### config.mk
export PLATFORM = sky130hd
export DESIGN_NAME = ladder_button_debounce_repeat
export DESIGN_NICKNAME = d
export VERILOG_FILES = /design/src/design/lbdr_pkg.sv /design/src/design/lbdr_decode.sv /design/src/design/lbdr_tracker.sv /design/src/design/ladder_button_debounce_repeat.sv
export SDC_FILE = /design/constraint.sdc
export NUM_CORES = 1
export LEC_CHECK = 0
export BUFFER_PORTS_ARGS = -buffer_cell sky130_fd_sc_hd__buf_2
export CORE_MARGIN = 2
export CORE_UTILIZATION = 40
export DETAILED_ROUTE_END_ITERATION = 6
export PLACE_DENSITY = 0.56
export REMOVE_ABC_BUFFERS = 1
export SLEW_MARGIN = 20
export SYNTH_ARGS = -nofsm -noshare
export SYNTH_HDL_FRONTEND = slang
export SYNTH_SLANG_ARGS = --single-unit
export TNS_END_PERCENT = 50
### constraint.sdc
create_clock -name clk -period 7.2 [get_ports clk]
set_input_delay 0.72 -clock clk [delete_from_list [all_inputs] [get_ports clk]]
set_output_delay 0.72 -clock clk [all_outputs]
set_load 0.02 [all_outputs]
### src/design/lbdr_pkg.sv
`default_nettype none
package lbdr_pkg;

	localparam int unsigned SAMPLE_W = 12;
	localparam int unsigned BTN_W    = 7;
	localparam int unsigned CODE_W   = 3;
	localparam int unsigned TIME_W   = 32;
	localparam int unsigned MS_W     = 16;
	localparam int unsigned WIN_NUM  = 6;
	localparam int unsigned CFG_W    = 32;
	localparam int unsigned IDX_W    = 3;

	// button bit layout
	localparam logic [BTN_W-1:0] BIT_NONE    = 7'h00;
	localparam logic [BTN_W-1:0] BIT_LEFT    = 7'h01;
	localparam logic [BTN_W-1:0] BIT_RIGHT   = 7'h02;
	localparam logic [BTN_W-1:0] BIT_UP      = 7'h04;
	localparam logic [BTN_W-1:0] BIT_DOWN    = 7'h08;
	localparam logic [BTN_W-1:0] BIT_CONFIRM = 7'h10;
	localparam logic [BTN_W-1:0] BIT_BACK    = 7'h20;
	localparam logic [BTN_W-1:0] BIT_POWER   = 7'h40;

	// register indexes
	localparam logic [IDX_W-1:0] REG_RIGHT    = 3'd0;
	localparam logic [IDX_W-1:0] REG_LEFT     = 3'd1;
	localparam logic [IDX_W-1:0] REG_CONFIRM  = 3'd2;
	localparam logic [IDX_W-1:0] REG_BACK     = 3'd3;
	localparam logic [IDX_W-1:0] REG_DOWN     = 3'd4;
	localparam logic [IDX_W-1:0] REG_UP       = 3'd5;
	localparam logic [IDX_W-1:0] REG_DEBOUNCE = 3'd6;
	localparam logic [IDX_W-1:0] REG_REPEAT   = 3'd7;

	localparam logic [MS_W-1:0]   DEBOUNCE_RST = 16'd50;
	localparam logic [CFG_W-1:0]  REPEAT_RST   = {16'd500, 16'd150};

	typedef struct packed {
		logic [SAMPLE_W-1:0] lo;
		logic [SAMPLE_W-1:0] hi;
	} win_t;

	localparam win_t WIN_RST = '{lo: 12'hFFF, hi: 12'h000};

	typedef struct packed {
		logic [SAMPLE_W-1:0] ladder_a;
		logic [SAMPLE_W-1:0] ladder_b;
		logic                power_level;
		logic [TIME_W-1:0]   now_ms;
	} in_t;

	typedef struct packed {
		logic [BTN_W-1:0]  held_mask;
		logic [BTN_W-1:0]  pressed_mask;
		logic [CODE_W-1:0] first_pressed;
	} out_t;

	typedef struct packed {
		logic [MS_W-1:0] debounce;
		logic [MS_W-1:0] delay;
		logic [MS_W-1:0] rate;
	} timing_t;

	// lowest set bit as a 1-based code, 0 when empty
	function automatic logic [CODE_W-1:0] first_code(input logic [BTN_W-1:0] mask);
		logic [CODE_W-1:0] code;
		code = '0;
		for (int i = BTN_W - 1; i >= 0; i--) begin
			if (mask[i]) begin
				code = CODE_W'(i + 1);
			end
		end
		return code;
	endfunction

endpackage
`default_nettype wire

### src/design/lbdr_decode.sv
`default_nettype none
module lbdr_decode (
	input  wire lbdr_pkg::win_t [lbdr_pkg::WIN_NUM-1:0] windows,
	input  wire lbdr_pkg::in_t                          item,
	output logic [lbdr_pkg::BTN_W-1:0]                  code
);
	import lbdr_pkg::*;

	logic [WIN_NUM-1:0] hit;

	always_comb begin
		for (int i = 0; i < int'(WIN_NUM); i++) begin
			if (i < int'(REG_DOWN)) begin
				hit[i] = (item.ladder_a >= windows[i].lo) && (item.ladder_a <= windows[i].hi);
			end else begin
				hit[i] = (item.ladder_b >= windows[i].lo) && (item.ladder_b <= windows[i].hi);
			end
		end
	end

	// first matching window wins
	always_comb begin
		if (hit[REG_RIGHT]) begin
			code = BIT_RIGHT;
		end else if (hit[REG_LEFT]) begin
			code = BIT_LEFT;
		end else if (hit[REG_CONFIRM]) begin
			code = BIT_CONFIRM;
		end else if (hit[REG_BACK]) begin
			code = BIT_BACK;
		end else if (hit[REG_DOWN]) begin
			code = BIT_DOWN;
		end else if (hit[REG_UP]) begin
			code = BIT_UP;
		end else if (!item.power_level) begin
			code = BIT_POWER;
		end else begin
			code = BIT_NONE;
		end
	end

endmodule
`default_nettype wire

### src/design/lbdr_tracker.sv
`default_nettype none
module lbdr_tracker (
	input  wire                              clk,
	input  wire                              arst_n,
	input  wire                              step,
	input  wire [lbdr_pkg::BTN_W-1:0]        code,
	input  wire [lbdr_pkg::TIME_W-1:0]       now_ms,
	input  wire lbdr_pkg::timing_t           timing,
	output lbdr_pkg::out_t                   result
);
	import lbdr_pkg::*;

	logic [BTN_W-1:0]  stable_q;
	logic [TIME_W-1:0] last_change_q;
	logic [TIME_W-1:0] last_repeat_q;
	logic              in_repeat_q;

	logic [TIME_W-1:0] since_change;
	logic [TIME_W-1:0] since_repeat;
	logic [MS_W-1:0]   interval;
	logic              take_change;
	logic              take_repeat;
	logic [BTN_W-1:0]  held_next;
	logic [BTN_W-1:0]  pressed;

	always_comb begin
		since_change = now_ms - last_change_q;
		since_repeat = now_ms - last_repeat_q;
		interval     = in_repeat_q ? timing.rate : timing.delay;
		take_change  = (code != stable_q) &&
			(since_change >= {{(TIME_W-MS_W){1'b0}}, timing.debounce});
		take_repeat  = (code == stable_q) && (stable_q != BIT_NONE) &&
			(since_repeat >= {{(TIME_W-MS_W){1'b0}}, interval});
		held_next    = take_change ? code : stable_q;
		if (take_change) begin
			pressed = code & ~stable_q;
		end else if (take_repeat) begin
			pressed = stable_q;
		end else begin
			pressed = BIT_NONE;
		end
		result.held_mask     = held_next;
		result.pressed_mask  = pressed;
		result.first_pressed = first_code(pressed);
	end

	always_ff @(posedge clk or negedge arst_n) begin
		if (!arst_n) begin
			stable_q      <= '0;
			last_change_q <= '0;
			last_repeat_q <= '0;
			in_repeat_q   <= 1'b0;
		end else if (step) begin
			if (take_change) begin
				stable_q      <= code;
				last_change_q <= now_ms;
				last_repeat_q <= now_ms;
				in_repeat_q   <= 1'b0;
			end else if (take_repeat) begin
				last_repeat_q <= now_ms;
				in_repeat_q   <= 1'b1;
			end
		end
	end

endmodule
`default_nettype wire

### src/design/ladder_button_debounce_repeat.sv
`default_nettype none
// A poll is captured in the input register; its result is then registered in the result register.
// Throughput: one poll per cycle while the result register is empty or its item is taken in
// the same cycle; both registers then advance together, and an empty input register loads too.
// Reset (arst_n low, asynchronous): both valid flags clear, button state and timestamps
// go to zero, windows to min 4095 / max 0, debounce to 50 ms, delay 500 ms, rate 150 ms.
module ladder_button_debounce_repeat (
	input  wire                          clk,
	input  wire                          arst_n,
	input  wire                          in_valid,
	output logic                         in_ready,
	input  wire lbdr_pkg::in_t           in_data,
	output logic                         out_valid,
	input  wire                          out_ready,
	output lbdr_pkg::out_t               out_data,
	input  wire                          cfg_we,
	input  wire [lbdr_pkg::IDX_W-1:0]    cfg_index,
	input  wire [lbdr_pkg::CFG_W-1:0]    cfg_data
);
	import lbdr_pkg::*;

	win_t [WIN_NUM-1:0] windows_q;
	logic [MS_W-1:0]    debounce_q;
	logic [CFG_W-1:0]   repeat_q;

	in_t              item_s1;
	logic             valid_s1;
	logic             advance;
	logic [BTN_W-1:0] code;
	timing_t          timing;
	out_t             result;
	out_t             out_q;
	logic             out_valid_q;

	// configuration registers
	always_ff @(posedge clk or negedge arst_n) begin
		if (!arst_n) begin
			for (int i = 0; i < int'(WIN_NUM); i++) begin
				windows_q[i] <= WIN_RST;
			end
			debounce_q <= DEBOUNCE_RST;
			repeat_q   <= REPEAT_RST;
		end else if (cfg_we) begin
			case (cfg_index)
				REG_DEBOUNCE: debounce_q <= cfg_data[MS_W-1:0];
				REG_REPEAT:   repeat_q   <= cfg_data;
				default: begin
					for (int i = 0; i < int'(WIN_NUM); i++) begin
						if (cfg_index == IDX_W'(i)) begin
							windows_q[i] <= cfg_data[2*SAMPLE_W-1:0];
						end
					end
				end
			endcase
		end
	end

	assign timing.debounce = debounce_q;
	assign timing.delay    = repeat_q[CFG_W-1:MS_W];
	assign timing.rate     = repeat_q[MS_W-1:0];

	// stage 1 moves into the result register when that register is free or draining
	assign advance  = valid_s1 && (!out_valid_q || out_ready);
	assign in_ready = !valid_s1 || advance;

	always_ff @(posedge clk or negedge arst_n) begin
		if (!arst_n) begin
			valid_s1 <= 1'b0;
		end else if (in_ready) begin
			valid_s1 <= in_valid;
		end
	end

	always_ff @(posedge clk) begin
		if (in_ready && in_valid) begin
			item_s1 <= in_data;
		end
	end

	lbdr_decode u_decode (
		.windows (windows_q),
		.item    (item_s1),
		.code    (code)
	);

	lbdr_tracker u_tracker (
		.clk    (clk),
		.arst_n (arst_n),
		.step   (advance),
		.code   (code),
		.now_ms (item_s1.now_ms),
		.timing (timing),
		.result (result)
	);

	always_ff @(posedge clk or negedge arst_n) begin
		if (!arst_n) begin
			out_valid_q <= 1'b0;
		end else if (advance) begin
			out_valid_q <= 1'b1;
		end else if (out_ready) begin
			out_valid_q <= 1'b0;
		end
	end

	always_ff @(posedge clk) begin
		if (advance) begin
			out_q <= result;
		end
	end

	assign out_valid = out_valid_q;
	assign out_data  = out_q;

endmodule
`default_nettype wire

Word level (Yosys, flattened, before mapping)
Index checks and enable logic that the tools add are counted.
Widths: inputs -> output; s select.
- divide/modulo/power cells: 0
- multipliers: 0
- multiplexer cells: 23
- $add $sub $neg: 2
- $lt $le $gt $ge: 14
- shifts and indexed selects: 0
- reductions and logical operators: 31
- equality and inequality tests: 9
- bitwise operators: 3
- operators with widths (operator ; count):
    $ge 12x12->1 ; 6
    $le 12x12->1 ; 6
    $mux 7 ; 10
    $ge 32x16->1 ; 2
    $mux 32 ; 2
    $sub 32x32->32 ; 2
    $reduce_and 3->1 ; 6
    $mux 16 ; 1
    $eq 3x3->1 const B ; 4
    $mux 3 ; 4
    $logic_and 1x1->1 ; 11
    $reduce_and 2->1 ; 4
    $and 7x7->7 ; 1
    $eq 7x7->1 ; 1
    $ne 7x7->1 ; 1
    $not 7->7 ; 1
    $reduce_bool 7->1 ; 1
    $eq 3x2->1 const B ; 2
    $mux 1 ; 4
    $mux 2 ; 2
    $reduce_bool 2->1 ; 2
    $eq 3x1->1 const B ; 1
    $logic_not 3->1 ; 1
    $reduce_or 3->1 ; 1
    other kinds (4) ; 6
- input bits: 97
- ROM bits: 0
- output and inout bits: 19
- logic and storage cells: 110
- memory bits (writable): 0
- memories: 0
- flip-flop bits (word level): 340
- bits in latches: 0

Longest topological paths before layout
- word-level depth: 19
- gate-level depth with buffers: 24
- depth with buffers taken out: 23

By module
A second synthesis with hierarchy kept.
- cell total of the unflattened synthesis: 1965
- area, all modules: 21473.1 um^2
- by module, submodules not included (module ; area an instance (um^2) ; seq. area each (um^2) ; times used ; cells an instance):
    ladder_button_debounce_repeat ; 9665.5 ; 7183.1 ; 1 ; 497
    lbdr_tracker ; 8132.8 ; 1801.7 ; 1 ; 976
    lbdr_decode ; 3674.8 ; 0.0 ; 1 ; 492

Worst setup path before layout
Ideal clock, no wire load.
- path type: flip-flop to flip-flop
- start point: reg item_s1[0] (netlist name)
- end point: reg out_q, in the netlist out_data[0] (data pin)
- cell stages (with the launch flop): 24
- setup time: 0.265 ns
- arrival: 4.822 ns
- period minus slack after synthesis: 5.088 ns
- path slack: 2.112 ns
- buffers on the path: 1
- data required time: 6.935 ns
- cell sequence: edfxtp_1 > inv_1 > ha_1 > inv_1 > fa_1 > a21o_1 > a221oi_2 > o21ai_2 > a21o_1 > a21oi_1 > xnor2_1 > ha_1 > nand4_1 > nor3_1 > a211o_1 > nor4_1 > o2111ai_1 > or4_1 > nor4_2 > nor2_1 > buf_6 > a22o_4 > nor2b_1 > or3_1
- RTL lines (element ; line ; RTL):
    start: declaration ; ladder_button_debounce_repeat.sv:26 ; in_t item_s1;
    start signal: assignment ; ladder_button_debounce_repeat.sv:76 ; item_s1 <= in_data;
    end signal: assignment ; ladder_button_debounce_repeat.sv:108 ; out_q <= result;
    end: declaration ; ladder_button_debounce_repeat.sv:32 ; out_t out_q;

Worst setup path in the final report
- start point: reg item_s1[4] (netlist name)
- end point: reg u_tracker.last_repeat_q[10]
- cells in the longest elaborated chain, start to end: 5
- elaborated cells between the ends (all ways): 9
- classes of those cells: 2 x add/sub; 2 x order compare; 1 x mux; 4 x reduce/logical
- RTL lines (element ; line ; RTL):
    $sub 32x32->32, on equally long branches ; lbdr_tracker.sv:28, lbdr_tracker.sv:27 ;
    $ge 32x16->1, on equally long branches ; lbdr_tracker.sv:33, lbdr_tracker.sv:31 ;
    $logic_and 1x1->1, on equally long branches ; lbdr_tracker.sv:32, lbdr_tracker.sv:30 ;
    $reduce_bool 2->1 (no line) ; - ;
    $reduce_and 2->1 (no line) ; - ;
    end signal: assignment ; lbdr_tracker.sv:57 ; last_repeat_q <= now_ms;
    end signal: assignment ; lbdr_tracker.sv:60 ; last_repeat_q <= now_ms;
    end: declaration ; lbdr_tracker.sv:15 ; logic [TIME_W-1:0] last_repeat_q;
Parallel ways exist; a longest one is shown, timed or not.
A chain may end at the register's enable or synchronous reset.

==> impl_summary.log <==
INFO  metric outcome = complete, no violations
INFO  metric p_leak = 0.0105 µW
INFO  metric critPathSlowestCell = o41ai_1
INFO  metric critical_path.n_buffers_inverters = 1
INFO  metric floorplan.die_area = 53400 µm²
INFO  metric fmax = 0.165 GHz
INFO  metric insertion_delay = 0.61 ns
INFO  metric final_cell_mix = ha_1 (245), inv_1 (240), dfrtp_1 (181), mux2_2 (174), o21ai_0 (173)
INFO  metric timing.slew.headroom = 30.5%
INFO  metric delay_contributed_by_the_slowest_stage_of_the_critical_path = 0.93 ns
INFO  metric drt_pre_antenna_iters = 5
INFO  metric post_cts.repair.setup_buffers = 0
INFO  metric layout.filler_cells = 4805
INFO  metric distinct_cells_synth = 76
INFO  metric detailed_place_hpwl = 38.7 mm
INFO  metric worst_slew_pin_slew = 1.04 ns
INFO  metric grt_pass1_vias = 15000
INFO  metric drc = 0
INFO  metric placement_rows = 83
INFO  metric worst_path_dominant_cell_family = simple AND/OR/NAND/NOR gates
INFO  metric fin_crit = 6.06 ns
INFO  metric portBuffers = 115
INFO  metric cp-start-kind = register
INFO  metric layout-area-overhead-vs-synth = 13.2%
INFO  metric async_flop_share = 78.2%
INFO  metric max-clock-path-buffers = 3
INFO  metric timing.clock.skew = 0.0439 ns
INFO  metric cts-root-buf = clkbuf_16
INFO  metric grt_busiest_layer = met2
INFO  metric worstPathRequired = 7.65 ns
INFO  metric synth.ff_latch_count = 340
INFO  metric cp-end-kind = register
INFO  metric globalRouteOverflowTotal = 0
INFO  metric drt-wirelength-per-cell = 18.9 µm
INFO  metric chipWidth = 231 µm
INFO  metric layout-drive-gt1-share = 22.0%
INFO  metric setup-violations-final = 0
INFO  metric global_route.usage.met1 = 27.3%
INFO  metric grt.met3_usage = 2.29%
INFO  metric post_route_fraction_of_the_period_consumed_by_the_critical_path = 84.2%
INFO  metric setup_ws = 1.14 ns
INFO  metric post_synth.cell_area_avg = 10.3 µm²
INFO  metric multi_input_area = 10500 µm²
INFO  metric grt_first_pass_wirelength = 84.7 mm
INFO  metric layout.cell_area.non_filler = 23300 µm²
INFO  metric ios = 116
INFO  metric clock_tree.htree_level_count = 2
INFO  metric area.sequential = 8980 µm²
INFO  metric worst-endpoint-arrival = 6.51 ns
INFO  metric power = 9120 µW
INFO  metric synth-main-ff-cell = dfrtp_1
INFO  metric grt_use_total = 20.4%
INFO  metric gp_congestion = 0.905
INFO  metric vias = 15000
INFO  metric hold_violations = 0
INFO  metric cts.sink_count = 340
INFO  metric rsz0062_at_grt = false
INFO  metric cell_area_placed = 22000 µm²
INFO  metric synth_seq_area_share = 43.6%
INFO  metric fin_tns_setup = 0 ns
INFO  metric finalMaxSlewViolations = 0
INFO  metric clkTransAtPathRegs = 0.06 ns
INFO  metric design.final.nets = 2453
INFO  metric grt_antenna_before_repair = 1
INFO  metric detail_route.vias_per_cell = 5.31
INFO  metric cts_made_buffers = 42
INFO  metric antenna_left = 0
INFO  metric die_height = 231 µm
INFO  metric core = 51200 µm²
INFO  metric cts_tree = built
INFO  metric cts-hold-fix-buffers = 0
INFO  metric dp_slack = 1.20 ns
INFO  metric crit_path_max_fanout = 32
INFO  metric yosys_warnings = 0
INFO  metric cap_violations = 0
INFO  metric grt_max_degree = 189
INFO  metric cells_resized_by_post_cts_repair = 0
INFO  metric layout.cells.most_common = ha_1
INFO  metric power.ir.vdd_worst = 0.212 mV
INFO  metric syn-cell-area = 20600 µm²
INFO  metric min-delay-path-class = in -> async
INFO  metric finalHoldWorstSlack = 0.145 ns
INFO  metric grt_use_met2 = 34.4%
INFO  metric drt-initial-drc-count = 996
INFO  metric antenna_cells = 0
INFO  metric initial_core_util = 40.3%
INFO  metric critical_path.cell_chain = ha_1, a21o_1, a221oi_2, o41ai_1, nor2_1, xnor2_1, ha_1, nand4_1, nor3_1, a211o_1, nor4_1, o2111ai_1, or4_1, nor4_2, nor2_1, buf_4, nand2_2, nand2_2, mux2_1
INFO  metric post_synth_inst_count = 1998
INFO  metric synth_edf_count = 74
INFO  metric critical_path_class = reg -> reg
INFO  metric postRouteWirelength = 53.3 mm
INFO  metric power_density_over_the_cells = 390 nW/µm²
-- metal layers --
| layer | vias to the layer above | part of all wire [%] |
|---|---|---|
| met5 | - | 0 |
| met4 | 0 | 2.6 |
| met3 | 68 | 4.1 |
| met2 | 304 | 47 |
| met1 | 7285 | 46 |
| li1 | 7335 | - |
-- cells in the mapped netlist (4+ instances only) --
cell | number | area (µm²)
ha_1 | 245 | 3070
inv_1 | 240 | 901
dfrtp_1 | 181 | 4530
mux2_2 | 174 | 1960
o21ai_0 | 173 | 866
nand2_1 | 165 | 619
a21oi_1 | 109 | 546
dfstp_2 | 85 | 2230
edfxtp_1 | 74 | 2220
nor2_1 | 64 | 240
clkbuf_1 | 52 | 195
nand4_1 | 40 | 250
a21o_1 | 39 | 293
nor3_1 | 29 | 145
xnor2_1 | 28 | 245
nand2b_1 | 26 | 163
nor2b_1 | 22 | 138
mux2i_1 | 21 | 210
nand3_1 | 20 | 100
xor2_1 | 18 | 158
a211oi_1 | 13 | 97.6
and3_1 | 11 | 68.8
o21a_1 | 10 | 75.1
o2111ai_1 | 9 | 78.8
o21bai_1 | 9 | 67.6
a2111oi_0 | 7 | 61.3
a22o_1 | 7 | 61.3
buf_2 | 7 | 35.0
a211o_1 | 6 | 52.6
and2_1 | 6 | 37.5
nor4_1 | 6 | 37.5
o211ai_1 | 6 | 45.0
nor3b_1 | 5 | 37.5
a21boi_0 | 4 | 30.0
nand4b_1 | 4 | 35.0
o22ai_1 | 4 | 25.0
or4_1 | 4 | 30.0
-- where the power goes --
group	switching, µW	internal, µW
clock network	877	1210
registers	261	2560
logic	2410	1800
total	3550	5570
-- worst reg2reg max path, cell delays in order, from the launching register on --
cell	delay [ns]
edfxtp_1	0.43
ha_1	0.45
a21o_1	0.20
a221oi_2	0.12
o41ai_1	0.93
nor2_1	0.12
xnor2_1	0.21
ha_1	0.27
nand4_1	0.15
nor3_1	0.08
a211o_1	0.31
nor4_1	0.26
o2111ai_1	0.14
or4_1	0.53
nor4_2	0.33
nor2_1	0.07
buf_4	0.21
nand2_2	0.09
nand2_2	0.46
mux2_1	0.57
-- final timing paths --
check                             from                          end  slack, ns  cells past startpoint
min                             arst_n  u_tracker.last_repeat_q[24]       0.14                      1
min reg2reg                   valid_s1                    out_valid       0.48                      1
min in group clk           in_data[40]                  item_s1[40]       0.28                      1
max reg2reg                 item_s1[4]  u_tracker.last_repeat_q[10]       1.14                     19
max                         item_s1[4]  u_tracker.last_repeat_q[10]       1.14                     19
max in group asynchronous       arst_n               windows_q[128]       5.56                      2
-- registers in the layout, indices dropped and copies added, names as in the netlist --
signal / flops
debounce_q: 16
out_data: 17
u_tracker.stable_q: 7
valid_s1: 1
out_valid: 1
u_tracker.last_change_q: 32
item_s1: 57
windows_q: 144
u_tracker.last_repeat_q: 32
u_tracker.in_repeat_q: 1
repeat_q: 32
-- kinds of logic after synthesis --
kind of cell / share of synthesized area [%]
compound gates: 13.2
xor+xnor: 1.95
fa+ha+maj: 15.1
buf+inv: 5.56
flops: 43.6
mux: 10.7
simple gates: 10.0
-- layout make-up --
| cell class | count | share of cell area (%) |
|---|---|---|
| Tap cell | 680 | 3.64 |
| Clock buffer | 65 | 5.34 |
| Timing Repair Buffer | 128 | 2.98 |
| Sequential cell | 340 | 38.5 |
| Multi-Input combinational cell | 1357 | 45.1 |
| Inverter | 240 | 3.86 |
| Clock inverter | 13 | 0.627 |
-- through the flow --
step	cells	util, %
2_1_floorplan	1937	-
3_3_place_gp	2745	42.9
3_5_place_dp	2745	42.9
4_1_cts	2823	45.6
5_1_grt	2823	45.6
6_report	2823	45.6
No activity file was read; power rests on OpenSTA's default activity.
